File: src/hdl/vpa_pkg.sv
// Shared types, constants and helper functions for the 2D vector polar ALU.
`default_nettype none
package vpa_pkg;

    localparam int unsigned DATA_WIDTH        = 32;
    localparam int unsigned FRAC_BITS         = 16;
    localparam int unsigned CORDIC_STAGES_DEF = 16;
    localparam int unsigned ANGLE_TAB_LEN     = 30;
    localparam int unsigned CW                = DATA_WIDTH + 3;
    localparam int unsigned WIDE              = 2 * DATA_WIDTH + 8;

    typedef enum logic [2:0] {
        MODE_POL2RECT = 3'd0,
        MODE_RECT2POL = 3'd1,
        MODE_ADD      = 3'd2,
        MODE_SUB      = 3'd3,
        MODE_DOT      = 3'd4,
        MODE_CROSS    = 3'd5,
        MODE_SCALE    = 3'd6,
        MODE_NEGATE   = 3'd7
    } mode_t;

    typedef struct packed {
        logic                         ovf;
        logic signed [DATA_WIDTH-1:0] val;
    } sat_t;

    typedef struct packed {
        mode_t                        mode;
        logic                         zero;
        logic                         negrho;
        logic                         ovf;
        logic signed [DATA_WIDTH-1:0] rx;
        logic signed [DATA_WIDTH-1:0] ry;
        logic signed [CW-1:0]         x;
        logic signed [CW-1:0]         y;
        logic signed [CW-1:0]         z;
    } cell_t;

    localparam logic [63:0] PI_Q61    = 64'h6487ED5110B4611A;
    localparam int unsigned PI_SH     = 61 - FRAC_BITS;
    localparam logic [63:0] PI_U      = (PI_Q61 + (64'd1 << (PI_SH - 1))) >> PI_SH;
    localparam logic [63:0] TWO_PI_U  = PI_U << 1;
    localparam logic [63:0] HALF_PI_U = PI_U >> 1;

    localparam logic signed [CW-1:0] PI_C      = CW'(PI_U);
    localparam logic signed [CW-1:0] TWO_PI_C  = CW'(TWO_PI_U);
    localparam logic signed [CW-1:0] HALF_PI_C = CW'(HALF_PI_U);

    localparam int unsigned RECIP_SHIFT = 32 + FRAC_BITS;
    localparam int unsigned RW          = 32;
    localparam logic [63:0] RECIP_U     = (64'd1 << RECIP_SHIFT) / TWO_PI_U;
    localparam logic signed [RW-1:0] RECIP_C = RW'(RECIP_U);
    localparam int unsigned QW          = CW + RW - RECIP_SHIFT;

    localparam int unsigned GAIN_SH = 30;
    localparam logic signed [30:0] INV_GAIN_C = 31'h26DD3B6A;

    localparam logic signed [WIDE-1:0] FRAC_HALF = WIDE'(1) <<< (FRAC_BITS - 1);
    localparam logic signed [WIDE-1:0] GAIN_HALF = WIDE'(1) <<< (GAIN_SH - 1);

    localparam logic signed [DATA_WIDTH-1:0] OUT_MAX = {1'b0, {(DATA_WIDTH-1){1'b1}}};
    localparam logic signed [DATA_WIDTH-1:0] OUT_MIN = {1'b1, {(DATA_WIDTH-1){1'b0}}};
    localparam logic signed [WIDE-1:0] SAT_MAX = WIDE'(OUT_MAX);
    localparam logic signed [WIDE-1:0] SAT_MIN = WIDE'(OUT_MIN);

    localparam int unsigned ANGLE_SH  = 30 - FRAC_BITS;
    localparam logic [32:0] ATAN_RND  = (ANGLE_SH == 0) ? 33'd0 : (33'd1 << (ANGLE_SH - 1));

    localparam logic [31:0] ATAN_Q30 [ANGLE_TAB_LEN] = '{
        32'h3243F6A8, 32'h1DAC6705, 32'h0FADBAFC, 32'h07F56EA6, 32'h03FEAB76,
        32'h01FFD55B, 32'h00FFFAAA, 32'h007FFF55, 32'h003FFFEA, 32'h001FFFFD,
        32'h000FFFFF, 32'h0007FFFF, 32'h0003FFFF, 32'h0001FFFF, 32'h0000FFFF,
        32'h00007FFF, 32'h00003FFF, 32'h00001FFF, 32'h00000FFF, 32'h000007FF,
        32'h000003FF, 32'h000001FF, 32'h000000FF, 32'h0000007F, 32'h0000003F,
        32'h0000001F, 32'h0000000F, 32'h00000007, 32'h00000003, 32'h00000001
    };

    function automatic logic signed [CW-1:0] atan_q(input int unsigned i);
        logic [32:0] tr;
        tr = {1'b0, ATAN_Q30[i % ANGLE_TAB_LEN]} + ATAN_RND;
        return CW'(tr >> ANGLE_SH);
    endfunction

    function automatic sat_t sat_dw(input logic signed [WIDE-1:0] v);
        sat_t s;
        if (v > SAT_MAX) begin
            s.ovf = 1'b1;
            s.val = OUT_MAX;
        end else if (v < SAT_MIN) begin
            s.ovf = 1'b1;
            s.val = OUT_MIN;
        end else begin
            s.ovf = 1'b0;
            s.val = v[DATA_WIDTH-1:0];
        end
        return s;
    endfunction

    function automatic logic signed [WIDE-1:0] round_frac(input logic signed [WIDE-1:0] v);
        logic signed [WIDE-1:0] t;
        t = v + FRAC_HALF;
        return t >>> FRAC_BITS;
    endfunction

endpackage
`default_nettype wire

File: src/hdl/vpa_cell.sv
// One CORDIC micro-rotation cell of the rotation/vectoring chain.
`default_nettype none
module vpa_cell #(
    parameter int unsigned SHIFT = 0
) (
    input  logic           clk,
    input  logic           rst_n,
    input  logic           adv,
    input  logic           valid_in,
    input  vpa_pkg::cell_t cell_in,
    output logic           valid_out,
    output vpa_pkg::cell_t cell_out
);
    import vpa_pkg::*;

    localparam logic signed [CW-1:0] ANGLE = atan_q(SHIFT);

    logic                 valid_reg;
    cell_t                cell_reg, cell_next;
    logic signed [CW-1:0] xs, ys;
    logic                 sigma;

    always_comb
    begin
        xs    = cell_in.x >>> SHIFT;
        ys    = cell_in.y >>> SHIFT;
        sigma = (cell_in.mode == MODE_POL2RECT) ? ~cell_in.z[CW-1] : cell_in.y[CW-1];
        cell_next = cell_in;
        if (sigma)
        begin
            cell_next.x = cell_in.x - ys;
            cell_next.y = cell_in.y + xs;
            cell_next.z = cell_in.z - ANGLE;
        end else begin
            cell_next.x = cell_in.x + ys;
            cell_next.y = cell_in.y - xs;
            cell_next.z = cell_in.z + ANGLE;
        end
    end

    always_ff @(posedge clk or negedge rst_n)
    begin
        if (!rst_n)
            valid_reg <= 1'b0;
        else if (adv)
            valid_reg <= valid_in;
    end

    always_ff @(posedge clk)
    begin
        if (adv)
            cell_reg <= cell_next;
    end

    assign valid_out = valid_reg;
    assign cell_out  = cell_reg;

endmodule
`default_nettype wire

File: config.mk
export PLATFORM = sky130hd
export DESIGN_NAME = vpa_cell
export DESIGN_NICKNAME = d
export VERILOG_FILES = /design/src/hdl/vpa_pkg.sv /design/src/hdl/vpa_cell.sv
export SDC_FILE = /design/constraint.sdc
export NUM_CORES = 1
export LEC_CHECK = 0
export BUFFER_PORTS_ARGS = -buffer_cell sky130_fd_sc_hd__buf_4
export CORE_UTILIZATION = 40
export DETAILED_ROUTE_END_ITERATION = 6
export PLACE_DENSITY_LB_ADDON = 0.3
export SKIP_LAST_GASP = 1
export SYNTH_ARGS = -nofsm -noshare
export SYNTH_HDL_FRONTEND = slang
export SYNTH_SLANG_ARGS = --single-unit
File: constraint.sdc
create_clock -name clk -period 1.01 [get_ports clk]
set_input_delay 0.1515 -clock clk [delete_from_list [all_inputs] [get_ports clk]]
set_output_delay 0.1515 -clock clk [all_outputs]
set_load 0.05 [all_outputs]
Word level (Yosys, flattened, before mapping)
Index checks and enable logic that the tools add are counted.
{ "totals": {"register_bits": 176, "in_bits": 179, "word_cells": 19} }
{ "classes": {"n_addsub": 5, "n_mux": 2, "bitwise_logic": 1, "reduce_logical": 1} }
{ "ops": {"columns": ["operator", "n"], "rows": [
  ["105-bit two-way mux", 1],
  ["35-bit subtractor", 2],
  ["35-bit by 17-bit adder with 35-bit output (second input constant)", 1],
  ["35-bit adder", 1],
  ["35-bit by 17-bit subtractor with 35-bit output (second input constant)", 1],
  ["3-bit zero test", 1],
  ["1-bit two-way mux", 1],
  ["1-bit inverter", 1]
]} }

Longest topological paths before layout
{ "depth": {"word_depth": 3, "mapped_depth": 18, "mapped_depth_nobuf": 15} }

Worst setup path after synthesis
No wires, ideal clock.
{ "synth_path": {"path_kind": "in2reg", "from": "in cell_in[34] (netlist name)", "to": "reg cell_reg (netlist bit cell_out[34]), data pin", "arrival_time_ns": 4.226, "required_time_ns": 0.751, "path_slack_ns": -3.476, "stages": 17, "path_buffers": 3, "cell_sequence": "nor4_4 nor2_2 inv_2 clkbuf_1 clkbuf_1 buf_1 ha_1 and3_1 a221oi_1 o31ai_1 a21oi_2 o21ai_2 a211o_4 a31oi_4 o21ai_1 a21oi_2 xor2_1"} }
{ "synth_rtl": {"columns": ["item", "line_no", "text"], "rows": [
  ["from (decl)", "vpa_cell.sv:10", "input vpa_pkg::cell_t cell_in,"],
  ["to (signal assigned)", "vpa_cell.sv:52", "cell_reg <= cell_next;"],
  ["to (decl)", "vpa_cell.sv:19", "cell_t cell_reg, cell_next;"]
]} }

==> impl_metrics.py <==
metrics = {
    "synthesis": {
        "synth_nets": 1649,
        "synth_cell_types": 71,
        "async_flop_share_pct": 0.571,
        "yosysWarnings": 0,
        "syn-cell-area_um2": 12800,
        "synth-edff-count": 174,
        "synthTopCellsByCount": "174 x edfxtp_1, 159 x a21oi_1, 129 x ha_1, 118 x inv_1, 117 x nor2_1",
        "yosys-top-cells-area": "edfxtp_1 41%, ha_1 13%, a21oi_1 6.2%",
        "synth_seq_cells": 175,
        "synth_top_area_share_pct": 40.8,
        "netlist_instances": 1338,
        "synthMostInstantiatedCell": "edfxtp_1",
        "synth_top_cell_by_area": "edfxtp_1",
        "ys_seq_area_share_pct": 41.0,
        "ys.flop_type": "edfxtp_1",
        "postSynthAreaPerCell_um2": 9.57,
    },
    "timing": {
        "fin_skew_ns": 0,
        "rsz0062_at_grt": "true",
        "setup_viol": 274,
        "post-route-period-util_pct": 281,
        "tightest_slew_ns": 0.572,
        "hold_viol_final": 0,
        "fin_ws_ns": -1.83,
        "relSlewSlack_pct": 61.6,
        "fmax_ghz": 0.352,
        "slew_violations": 0,
        "fin_crit_ns": 2.84,
    },
    "floorplan": {
        "die_w_um": 181,
        "die_h_um": 181,
        "num_rows": 65,
        "io_pins": 355,
        "fp.dieArea_um2": 32700,
        "start_util_pct": 40.6,
        "design.core.area_um2": 31600,
    },
    "global_route": {
        "grt_max_degree": 48,
        "grtUsageTotal_pct": 30.5,
        "grt_pass1_vias": 14342,
        "grt_pass1_wl_um": 78100,
        "grt_antenna_before_repair": 1,
        "overflow": 0,
    },
    "placement": {
        "port_buffers": 354,
        "dp.final_hpwl_um": 36800,
        "post-place-ws_ns": -2.37,
        "dpl-instance-area_um2": 19300,
        "globalplace.congestion": 0.972,
    },
    "clocking": {
        "clock-sinks": 175,
        "tritoncts": "built",
        "clk_latency_ns": 0.45,
        "cts_htree_levels": 4,
        "cts_made_buffers": 17,
        "clkTransAtPathRegs_ns": 0.07,
        "ctsLongestPathBuffers": 2,
        "cts_root_buffer": "clkbuf_16",
    },
    "critical_path": {
        "critPathKind": "primary input to register",
        "required_ns": 1.20,
        "crit_path_end": "cell_out[31]",
        "cp.arrival_ns": 3.03,
        "start_kind": "primary input",
        "crit_path_end_kind": "register",
        "r2r_slack_ns": 0.23,
        "cp_max_fo": 20,
        "cp-startpoint": "cell_in[173]",
        "r2r_cells": 1,
        "reg2reg_to": "valid_out",
        "r2r-start": "valid_out",
    },
    "detailed_routing": {
        "totalWireLength_um": 53500,
        "vias_per_cell": 5.41,
        "antenna_left": 0,
        "drcViolationCount": 0,
        "drtPass1Iterations": 5,
        "vias": 14262,
        "wl_per_cell_um": 20.3,
        "drt_iter0_drc": 1030,
    },
    "final_layout": {
        "area.growth.synth_to_final_pct": 82.1,
        "stdcell_area_um2": 23300,
        "num-fill-cells": 2064,
        "drive_above_1_share_pct": 49.8,
        "nNetsFinal": 2531,
    },
    "power_and_ir_drop": {
        "total_power_w": 0.0333,
        "power_leakage_nw": 10.6,
        "irDropWorstVdd_mv": 1.18,
        "p_per_area_nw_per_um2": 1430,
    },
    "hold_path": {
        "hp-class": "primary input to register",
    },
    "run": {
        "drv_cap": 0,
    },
    "outcome": {
        "status": "complete, but fails checks",
        "violations": "negative setup slack",
    },
}
-- per-stage QoR --
step	setup TNS (ns)	utilization, %	instances	hold slack, ns
4_1_cts	-144.07	71.4	2612	0.00257
2_1_floorplan	-134.49	-	1338	-0.144
3_3_place_gp	-167.64	61.3	2472	-0.0731
5_1_grt	-161.94	73.9	2636	0.0652
3_5_place_dp	-171.45	61.3	2472	-0.0702
6_report	-149.28	73.9	2636	0.0641
-- per-layer routing --
metal / wire [µm] / GRT usage, % / part of all wire [%] / up-vias
met2: 27100 / 54.9 / 51 / 705
met3: 3160 / 4.11 / 5.9 / 180
met5: 0 / 0 / 0 / -
met4: 2960 / 15.8 / 5.5 / 0
met1: 20300 / 35.3 / 38 / 6792
li1: - / - / - / 6585
-- timing repair --
action	4_1_cts	5_1_grt
pin swaps	134	133
setup buffers	43	37
hold buffers	75	1
gates resized for setup	367	118
endpoints found under the setup margin	274	274
hold endpoints to repair	75	1
cloned	1	2
-- worst max-delay path: stages --
cell and delay, ns:
buf_8 0.10, buf_12 0.12, nor4_4 0.34, nor2_4 0.08, clkinv_4 0.12, buf_6 0.23, ha_1 0.28, nand2_1 0.09
nand2_1 0.07, a21o_1 0.21, a21o_1 0.21, a21o_1 0.22, a21o_1 0.20, a21oi_2 0.17, o31ai_2 0.12, a21oi_1 0.20
xnor2_1 0.09
-- sequential cells by signal, indices dropped and copies added (netlist names) --
register,count
cell_out,174
valid_out,1
-- cell usage in the layout (no fill, tap or decap), drive strengths merged, types with 13 or more instances in the layout --
master | synthesis | layout
o21bai | 34 | 34
buf | 21 | 842
clkbuf | 37 | 20
nor2 | 118 | 118
nand3 | 16 | 16
nor3 | 26 | 26
xor2 | 17 | 17
dlygate4sd3 | 0 | 76
a21o | 48 | 48
a211oi | 14 | 14
inv | 120 | 124
edfxtp | 174 | 174
nand2 | 70 | 70
nand2b | 13 | 13
xnor2 | 86 | 86
ha | 129 | 129
nand4 | 14 | 14
o21ai | 93 | 93
a21oi | 164 | 164
-- kinds of logic after synthesis --
kind of cell             share of synthesized area (%)
AO/OA/AOI/OAI                                     22.0
XOR/XNOR                                          7.05
adder cells (fa/ha/maj)                           13.1
buffers and inverters                             5.36
flip-flops                                        41.0
multiplexers                                     0.714
AND/OR/NAND/NOR                                   10.8
-- final cells by class --
type / instances / area [µm²] / area share (%)
multi-input cells: 983 / 8340 / 35.8
diodes: 1 / 2.50 / 0.0107
clock buffers: 18 / 429 / 1.84
clock inverters: 14 / 149 / 0.639
well taps: 402 / 503 / 2.16
repair buffers: 921 / 8160 / 35.0
flip-flops and latches: 175 / 5250 / 22.5
inverters: 122 / 477 / 2.04
-- worst min-delay path by stage --
stage | depth (start not counted) | slack [ns] | to | startpoint
2_1_floorplan | 0 | -0.14 | valid_out | rst_n
3_3_place_gp | 1 | -0.07 | valid_out | rst_n
3_5_place_dp | 1 | -0.07 | valid_out | rst_n
4_1_cts | 2 | 0.003 | valid_out | rst_n
5_1_grt | 2 | 0.07 | cell_out[5] | cell_in[4]
6_report | 2 | 0.06 | cell_out[5] | cell_in[4]
-- power by group --
group	internal [W]	leakage [nW]	switching [W]
clock network	0.00331	0.274	0.00343
logic	0.00733	8.65	0.00939
registers	0.00932	1.71	0.000541
total	0.0200	10.6	0.0134
No activity file was read; power rests on OpenSTA's default activity.
