**src/hdl/vpa_pkg.sv**
```systemverilog
// Shared types, constants and helper functions for the 2D vector polar ALU.
`default_nettype none
package vpa_pkg;

    localparam int unsigned DATA_WIDTH        = 32;
    localparam int unsigned FRAC_BITS         = 16;
    localparam int unsigned CORDIC_STAGES_DEF = 16;
    localparam int unsigned ANGLE_TAB_LEN     = 30;
    localparam int unsigned CW                = DATA_WIDTH + 3;
    localparam int unsigned WIDE              = 2 * DATA_WIDTH + 8;

    typedef enum logic [2:0] {
        MODE_POL2RECT = 3'd0,
        MODE_RECT2POL = 3'd1,
        MODE_ADD      = 3'd2,
        MODE_SUB      = 3'd3,
        MODE_DOT      = 3'd4,
        MODE_CROSS    = 3'd5,
        MODE_SCALE    = 3'd6,
        MODE_NEGATE   = 3'd7
    } mode_t;

    typedef struct packed {
        logic                         ovf;
        logic signed [DATA_WIDTH-1:0] val;
    } sat_t;

    typedef struct packed {
        mode_t                        mode;
        logic                         zero;
        logic                         negrho;
        logic                         ovf;
        logic signed [DATA_WIDTH-1:0] rx;
        logic signed [DATA_WIDTH-1:0] ry;
        logic signed [CW-1:0]         x;
        logic signed [CW-1:0]         y;
        logic signed [CW-1:0]         z;
    } cell_t;

    localparam logic [63:0] PI_Q61    = 64'h6487ED5110B4611A;
    localparam int unsigned PI_SH     = 61 - FRAC_BITS;
    localparam logic [63:0] PI_U      = (PI_Q61 + (64'd1 << (PI_SH - 1))) >> PI_SH;
    localparam logic [63:0] TWO_PI_U  = PI_U << 1;
    localparam logic [63:0] HALF_PI_U = PI_U >> 1;

    localparam logic signed [CW-1:0] PI_C      = CW'(PI_U);
    localparam logic signed [CW-1:0] TWO_PI_C  = CW'(TWO_PI_U);
    localparam logic signed [CW-1:0] HALF_PI_C = CW'(HALF_PI_U);

    localparam int unsigned RECIP_SHIFT = 32 + FRAC_BITS;
    localparam int unsigned RW          = 32;
    localparam logic [63:0] RECIP_U     = (64'd1 << RECIP_SHIFT) / TWO_PI_U;
    localparam logic signed [RW-1:0] RECIP_C = RW'(RECIP_U);
    localparam int unsigned QW          = CW + RW - RECIP_SHIFT;

    localparam int unsigned GAIN_SH = 30;
    localparam logic signed [30:0] INV_GAIN_C = 31'h26DD3B6A;

    localparam logic signed [WIDE-1:0] FRAC_HALF = WIDE'(1) <<< (FRAC_BITS - 1);
    localparam logic signed [WIDE-1:0] GAIN_HALF = WIDE'(1) <<< (GAIN_SH - 1);

    localparam logic signed [DATA_WIDTH-1:0] OUT_MAX = {1'b0, {(DATA_WIDTH-1){1'b1}}};
    localparam logic signed [DATA_WIDTH-1:0] OUT_MIN = {1'b1, {(DATA_WIDTH-1){1'b0}}};
    localparam logic signed [WIDE-1:0] SAT_MAX = WIDE'(OUT_MAX);
    localparam logic signed [WIDE-1:0] SAT_MIN = WIDE'(OUT_MIN);

    localparam int unsigned ANGLE_SH  = 30 - FRAC_BITS;
    localparam logic [32:0] ATAN_RND  = (ANGLE_SH == 0) ? 33'd0 : (33'd1 << (ANGLE_SH - 1));

    localparam logic [31:0] ATAN_Q30 [ANGLE_TAB_LEN] = '{
        32'h3243F6A8, 32'h1DAC6705, 32'h0FADBAFC, 32'h07F56EA6, 32'h03FEAB76,
        32'h01FFD55B, 32'h00FFFAAA, 32'h007FFF55, 32'h003FFFEA, 32'h001FFFFD,
        32'h000FFFFF, 32'h0007FFFF, 32'h0003FFFF, 32'h0001FFFF, 32'h0000FFFF,
        32'h00007FFF, 32'h00003FFF, 32'h00001FFF, 32'h00000FFF, 32'h000007FF,
        32'h000003FF, 32'h000001FF, 32'h000000FF, 32'h0000007F, 32'h0000003F,
        32'h0000001F, 32'h0000000F, 32'h00000007, 32'h00000003, 32'h00000001
    };

    function automatic logic signed [CW-1:0] atan_q(input int unsigned i);
        logic [32:0] tr;
        tr = {1'b0, ATAN_Q30[i % ANGLE_TAB_LEN]} + ATAN_RND;
        return CW'(tr >> ANGLE_SH);
    endfunction

    function automatic sat_t sat_dw(input logic signed [WIDE-1:0] v);
        sat_t s;
        if (v > SAT_MAX) begin
            s.ovf = 1'b1;
            s.val = OUT_MAX;
        end else if (v < SAT_MIN) begin
            s.ovf = 1'b1;
            s.val = OUT_MIN;
        end else begin
            s.ovf = 1'b0;
            s.val = v[DATA_WIDTH-1:0];
        end
        return s;
    endfunction

    function automatic logic signed [WIDE-1:0] round_frac(input logic signed [WIDE-1:0] v);
        logic signed [WIDE-1:0] t;
        t = v + FRAC_HALF;
        return t >>> FRAC_BITS;
    endfunction

endpackage
`default_nettype wire

```
**src/hdl/vpa_result_if.sv**
```systemverilog
// Result channel: valid/ready handshake carrying the result vector and flags.
`default_nettype none
interface vpa_result_if;
    import vpa_pkg::*;
    logic                         valid;
    logic                         ready;
    logic signed [DATA_WIDTH-1:0] res_x;
    logic signed [DATA_WIDTH-1:0] res_y;
    logic                         negative_rho;
    logic                         overflow;

    modport source (output valid, res_x, res_y, negative_rho, overflow, input ready);
    modport sink   (input valid, res_x, res_y, negative_rho, overflow, output ready);
endinterface
`default_nettype wire

```
**src/hdl/vpa_post.sv**
```systemverilog
// Back pipeline: gain correction, saturation, result selection and output register.
`default_nettype none
module vpa_post (
    input  logic                clk,
    input  logic                rst_n,
    input  logic                valid_in,
    input  vpa_pkg::cell_t      cell_in,
    output logic                adv,
    vpa_result_if.source        result
);
    import vpa_pkg::*;

    localparam int unsigned PW = CW + 31;

    logic                         v1_reg, out_valid_reg;
    cell_t                        c1_reg;
    logic signed [PW-1:0]         prod_reg, prod_next;
    logic signed [DATA_WIDTH-1:0] rx_reg, rx_next, ry_reg, ry_next;
    logic                         neg_reg, neg_next, ovf_reg, ovf_next;
    sat_t                         sx, sy, sr, sz;
    logic signed [WIDE-1:0]       rp;

    assign adv = !out_valid_reg || result.ready;

    always_comb
    begin
        prod_next = PW'(cell_in.x) * PW'(INV_GAIN_C);
    end

    always_comb
    begin
        rp = (WIDE'(prod_reg) + GAIN_HALF) >>> GAIN_SH;
        sx = sat_dw(WIDE'(c1_reg.x));
        sy = sat_dw(WIDE'(c1_reg.y));
        sr = sat_dw(rp);
        sz = sat_dw(WIDE'(c1_reg.z));
        rx_next  = c1_reg.rx;
        ry_next  = c1_reg.ry;
        ovf_next = c1_reg.ovf;
        neg_next = 1'b0;
        unique case (c1_reg.mode)
            MODE_POL2RECT:
            begin
                if (c1_reg.negrho)
                begin
                    rx_next  = '0;
                    ry_next  = '0;
                    ovf_next = 1'b0;
                    neg_next = 1'b1;
                end else begin
                    rx_next  = sx.val;
                    ry_next  = sy.val;
                    ovf_next = sx.ovf | sy.ovf;
                end
            end
            MODE_RECT2POL:
            begin
                if (c1_reg.zero)
                begin
                    rx_next  = '0;
                    ry_next  = '0;
                    ovf_next = 1'b0;
                end else begin
                    rx_next  = sr.val;
                    ry_next  = sz.val;
                    ovf_next = sr.ovf | sz.ovf;
                end
            end
            MODE_ADD, MODE_SUB, MODE_DOT, MODE_CROSS, MODE_SCALE, MODE_NEGATE:
            begin
                rx_next  = c1_reg.rx;
                ry_next  = c1_reg.ry;
                ovf_next = c1_reg.ovf;
            end
        endcase
    end

    always_ff @(posedge clk or negedge rst_n)
    begin
        if (!rst_n)
        begin
            v1_reg        <= 1'b0;
            out_valid_reg <= 1'b0;
        end else if (adv)
        begin
            v1_reg        <= valid_in;
            out_valid_reg <= v1_reg;
        end
    end

    always_ff @(posedge clk)
    begin
        if (adv)
        begin
            c1_reg   <= cell_in;
            prod_reg <= prod_next;
            rx_reg   <= rx_next;
            ry_reg   <= ry_next;
            neg_reg  <= neg_next;
            ovf_reg  <= ovf_next;
        end
    end

    assign result.valid        = out_valid_reg;
    assign result.res_x        = rx_reg;
    assign result.res_y        = ry_reg;
    assign result.negative_rho = neg_reg;
    assign result.overflow     = ovf_reg;

endmodule
`default_nettype wire

```
**src/flat_wrapper.sv**
```systemverilog
// flat-port wrapper written by rule: the top's interface ports become plain ports
module vpa_post_flat import vpa_pkg::*;
  (clk, rst_n, valid_in, cell_in, adv, result_valid, result_res_x, result_res_y, result_negative_rho, result_overflow, result_ready);
  vpa_result_if result_i ();
  input  logic clk;
  input  logic rst_n;
  input  logic valid_in;
  input  vpa_pkg::cell_t cell_in;
  output logic adv;
  output wire logic [$bits(result_i.valid)-1:0] result_valid;
  output wire logic [$bits(result_i.res_x)-1:0] result_res_x;
  output wire logic [$bits(result_i.res_y)-1:0] result_res_y;
  output wire logic [$bits(result_i.negative_rho)-1:0] result_negative_rho;
  output wire logic [$bits(result_i.overflow)-1:0] result_overflow;
  input wire logic [$bits(result_i.ready)-1:0] result_ready;
  assign result_valid = result_i.valid;
  assign result_res_x = result_i.res_x;
  assign result_res_y = result_i.res_y;
  assign result_negative_rho = result_i.negative_rho;
  assign result_overflow = result_i.overflow;
  assign result_i.ready = result_ready;
  vpa_post u_core (.clk(clk), .rst_n(rst_n), .valid_in(valid_in), .cell_in(cell_in), .adv(adv), .result(result_i));
endmodule
```
**config.mk**
```make
export PLATFORM = sky130hd
export DESIGN_NAME = vpa_post_flat
export DESIGN_NICKNAME = d
export VERILOG_FILES = /design/src/hdl/vpa_pkg.sv /design/src/hdl/vpa_result_if.sv /design/src/hdl/vpa_post.sv /design/src/flat_wrapper.sv
export SDC_FILE = /design/constraint.sdc
export NUM_CORES = 2
export LEC_CHECK = 0
export BUFFER_PORTS_ARGS = -buffer_cell sky130_fd_sc_hd__buf_2
export CORE_MARGIN = 5
export CORE_UTILIZATION = 30
export CTS_CLUSTER_DIAMETER = 40
export DETAILED_ROUTE_END_ITERATION = 7
export PLACE_DENSITY = 0.45
export REMOVE_ABC_BUFFERS = 1
export SLEW_MARGIN = 20
export SYNTH_ARGS = -nofsm -noshare
export SYNTH_HDL_FRONTEND = slang
export SYNTH_SLANG_ARGS = --single-unit
```
**constraint.sdc**
```tcl
create_clock -name clk -period 24.1 [get_ports clk]
set_input_delay 4.82 -clock clk [delete_from_list [all_inputs] [get_ports clk]]
set_output_delay 4.82 -clock clk [all_outputs]
set_load 0.05 [all_outputs]
```
After elaboration in Yosys (flattened, before gate mapping)
Cells that the tools add are included.
- register bits after elaboration: 308
- logic and storage cells: 57
- add/subtract/negate cells: 1
- magnitude comparators: 8
- reduce and logical (&&, ||, !) cells: 4
- mux-type cells: 18
- equality and inequality tests: 7
- bitwise logic cells: 2
- multiply operators: 1
- operator list (operator ; number):
    2-to-1 mux 33 bit ; 8
    one-hot mux 32 bit (3 select lines) ; 2
    2-to-1 mux 32 bit ; 4
    > comparator 35 x 32 -> 1 bit (second input constant) ; 3
    less-than comparator 35 x 32 -> 1 bit (second input constant) ; 3
    adder 66 x 31 -> 67 bit (second input constant) ; 1
    multiplier 35 x 30 -> 65 bit (second input constant) ; 1
    > comparator 37 x 32 -> 1 bit (second input constant) ; 1
    less-than comparator 37 x 32 -> 1 bit (second input constant) ; 1
    equality test 3 bit (second input constant) ; 4
    equality test 3 x 2 -> 1 bit (second input constant) ; 2
    OR reduction 6 bit ; 1
    equality test 3 x 1 -> 1 bit (second input constant) ; 1
    zero test 3 bit ; 1
    2-to-1 mux 1 bit ; 3
    one-hot mux 1 bit (3 select lines) ; 1
    bitwise OR 1 bit ; 2
    zero test 1 bit ; 1
    logical OR 1 bit ; 1

Longest topological paths before layout
- depth in word-level cells: 7
- mapped depth: 27
- gate-level depth less buffers: 26

Worst setup path after synthesis
Ideal clock, no wire load.
- path kind: in2out
- start point: in result_ready
- end point: out adv
- path slack: 7.423 ns
- arrival time: 11.857 ns
- required time: 19.280 ns
- stages on the path: 1
- path buffers: 0
- cells stage by stage: nand2b_1
- cells in the longest elaborated chain, start to end: 1
- RTL lines (what ; line ; RTL):
    start: declaration ; flat_wrapper.sv:15 ; input wire logic [$bits(result_i.ready)-1:0] result_ready;
    logical OR 1 bit ; vpa_post.sv:23 ; assign adv = !out_valid_reg || result.ready;
    end: declaration ; flat_wrapper.sv:9 ; output logic adv;
Every way passes these cells.

Worst setup path in the final report
- start point: in cell_in[78] (netlist bit)
- end point: reg u_core.prod_reg[47], data pin
- cells in the longest elaborated chain, start to end: 1
- RTL lines (what ; line ; RTL):
    start: declaration ; flat_wrapper.sv:8 ; input vpa_pkg::cell_t cell_in;
    multiplier 35 x 30 -> 65 bit ; vpa_post.sv:27 ; prod_next = PW'(cell_in.x) * PW'(INV_GAIN_C);
    via u_core.prod_next[47] ; vpa_post.sv:17 ; logic signed [PW-1:0] prod_reg, prod_next;
    end signal: assignment ; vpa_post.sv:96 ; prod_reg <= prod_next;
    end: declaration ; vpa_post.sv:17 ;
The timed path passes the listed nets, and every way through them passes these cells.
A chain may end at the register's enable or synchronous reset.

==> flow_summary.json <==
{
  "place_inst": 4314,
  "r2r_setup_slack_ps": 20820,
  "layoutNonFillerInstCount": 4425,
  "hold_viol": 0,
  "gr-usage-met2_pct": 28.9,
  "yosys_warnings": 0,
  "hpwlAfterDp_um": 82300,
  "portBuffers": 246,
  "grt_max_degree": 77,
  "gp_congestion": 0.937,
  "antenna_found_initial": 8,
  "cts_root_buf": "clkbuf_16",
  "grt_pass1_wl_um": 144000,
  "yosysTopAreaCell": "fa_1",
  "drv_slew": 0,
  "max_freq_mhz": 80.6,
  "syn_area_per_cell_um2": 11.3,
  "nNetsFinal": 4027,
  "htree_num_levels": 2,
  "ys.flop_type": "edfxtp_1",
  "grt_busiest_layer": "met2",
  "period_minus_slack_ps": 12410,
  "async_flop_share_pct": 0.714,
  "setup_violations": 0,
  "cts_tree": "done",
  "die-area_um2": 109000,
  "largest_register_ffs": 175,
  "holdCritPathClass": "reg -> reg",
  "clock_skew_ps": 19.1,
  "overflow": 0,
  "status": "completed",
  "track_usage_pct": 17.9,
  "r2r_end": "u_core.result.res_x[28]",
  "path_class": "in -> reg",
  "wl_per_cell_um": 22.0,
  "use_met1_pct": 24.5,
  "numCtsBuffers": 56,
  "drt_pass1_iterations": 5,
  "cp-start-kind": "input pin",
  "drive_above_1_share_pct": 13.0,
  "cap_violations": 0,
  "ys_ff_latch": 280,
  "final.setup.tns_ps": 0,
  "cp.arrival_ps": 12760,
  "fin_crit_sh_pct": 51.5,
  "synth.most_common_cell": "inv_1",
  "cts_resized": 0,
  "grtUsageMet3_pct": 4.71,
  "reg2reg_from": "u_core.prod_reg[41]",
  "synth_cells": 2739,
  "holdPathStages": 1,
  "required_ps": 24450,
  "antenna_left": 0,
  "vias": 19763,
  "synth_area_leaders": "fa_1 35%, edfxtp_1 27%, ha_1 13%",
  "coreArea_um2": 102000,
  "cts_hold_buffers": 0,
  "die-width_um": 330,
  "clock_sinks": 280,
  "cts.path.max_buffers": 3,
  "vias_per_cell": 4.47,
  "clock_latency_ps": 610,
  "rsz0062_at_grt": "no",
  "syn_area_um2": 30800,
  "path_max_fanout": 7,
  "synth_edf_count": 278,
  "grt_pass1_vias": 21589,
  "relSlewSlack_pct": 33.5,
  "synth_top_area_share_pct": 34.6,
  "yosysSeqAreaShare_pct": 27.3,
  "wl_um": 97200,
  "rows": 117,
  "r2r_cells": 8,
  "worst_pin_slew_ps": 997,
  "clk_pin_slew_worst_paths_ps": 60,
  "area_growth_pct": 15.6,
  "critPathLaunch": "cell_in[78]",
  "dieHeight_um": 330,
  "drc_errors": 0,
  "synthTopCellsByCount": "814 x inv_1, 532 x fa_1, 312 x ha_1",
  "timing.hold.ws_ps": 448,
  "cts_setup_buffers": 0,
  "critical_path.endpoint": "u_core.prod_reg[47]",
  "synth_cell_types": 77,
  "drt_iter0_drc": 1043,
  "io_pins": 247,
  "cp-end-kind": "flip-flop",
  "start_util_pct": 30.2
}
[kinds of logic (layout without fill, tap and decap cells)]
family / count (synthesis) / count (layout) / share of synthesized area (%)
buffers and inverters: 862 / 1175 / 10.7
adder cells (fa/ha/maj): 844 / 844 / 47.2
AO/OA/AOI/OAI: 337 / 337 / 7.04
AND/OR/NAND/NOR: 331 / 331 / 5.34
flip-flops: 280 / 280 / 27.3
XOR/XNOR: 83 / 83 / 2.36
multiplexers: 2 / 2 / 0.0690
other: 0 / 5 / 0
[critical path, stage by stage]
cell and delay, ps:
buf_2 220, ha_1 520, inv_1 170, fa_1 580, fa_1 550, inv_1 70
fa_1 530, fa_1 520, fa_1 530, fa_1 540, inv_1 50, fa_1 500
inv_1 40, ha_1 390, nand2_1 130, nor3_1 640, nand4_1 200, a21oi_1 360
nor2_1 130, o41ai_1 850, a221oi_1 210, xnor2_1 200
[per-stage QoR]
step | utilization, % | cell area [µm²] | setup slack (ps)
final | 35.0 | 35600 | 11690
after global routing | 34.9 | 35600 | 11360
after CTS | 34.9 | 35600 | 11690
after detailed placement | 33.0 | 33600 | 11040
after global placement | 33.0 | 33600 | 11050
after floorplan | - | 30600 | 7420
[layer usage]
metal,vias up,routed length [µm]
met2,540,44000
met4,4,1890
met3,103,7270
met5,-,21
li1,9242,-
met1,9874,44000
[cell type report]
class	count	area (µm²)
multi-input combinational	1597	19200
fill	10466	66300
sequential	280	8400
clock inverter	45	537
tap	1368	1710
antenna	5	12.5
timing repair buffer	255	1300
clock buffer	61	1420
inverter	814	3060
[placed cells by master, fill, tap and decap left out, types with 5 or more instances in the layout]
master      synthesis  layout
fa_1              532     532
nor4_1              6       5
buf_4               1       9
o21bai_1            8       8
inv_6               0      14
clkbuf_1           39       5
or2_2               7       6
a21oi_1            74      71
clkinv_4            0       6
o21ai_0           128     128
diode_2             0       5
and4_1              8       8
o21a_1              5       5
clkbuf_16           0      56
bufinv_16           0       6
a21o_1             32      32
xnor2_1            43      43
nand4_1            17      17
o2111ai_1          18      18
xor2_1             40      40
a31oi_1            10      10
inv_1             814     813
o211ai_1            7       7
nand2b_1            8       7
and2_1              5       5
nand2_1           124     124
nor3_1             19      19
nor2b_1             5       5
nand3_1            60      60
edfxtp_1          278     278
clkinvlp_4          0       6
nor2_1             38      35
and3_1             11      11
a221oi_1            5       5
buf_2               1     246
o2111ai_2          10      10
ha_1              312     312
[worst min path at each step]
stage / startpoint / endpoint / slack (ps)
after floorplan: u_core.v1_reg / u_core.result.valid / 430
after global placement: u_core.v1_reg / u_core.result.valid / 450
after detailed placement: u_core.v1_reg / u_core.result.valid / 450
after CTS: u_core.v1_reg / u_core.result.valid / 450
after global routing: u_core.v1_reg / u_core.result.valid / 480
final: u_core.v1_reg / u_core.result.valid / 450
Power is not shown: default switching activity piles up to over one toggle a cycle in this logic, so the estimate is an artifact.
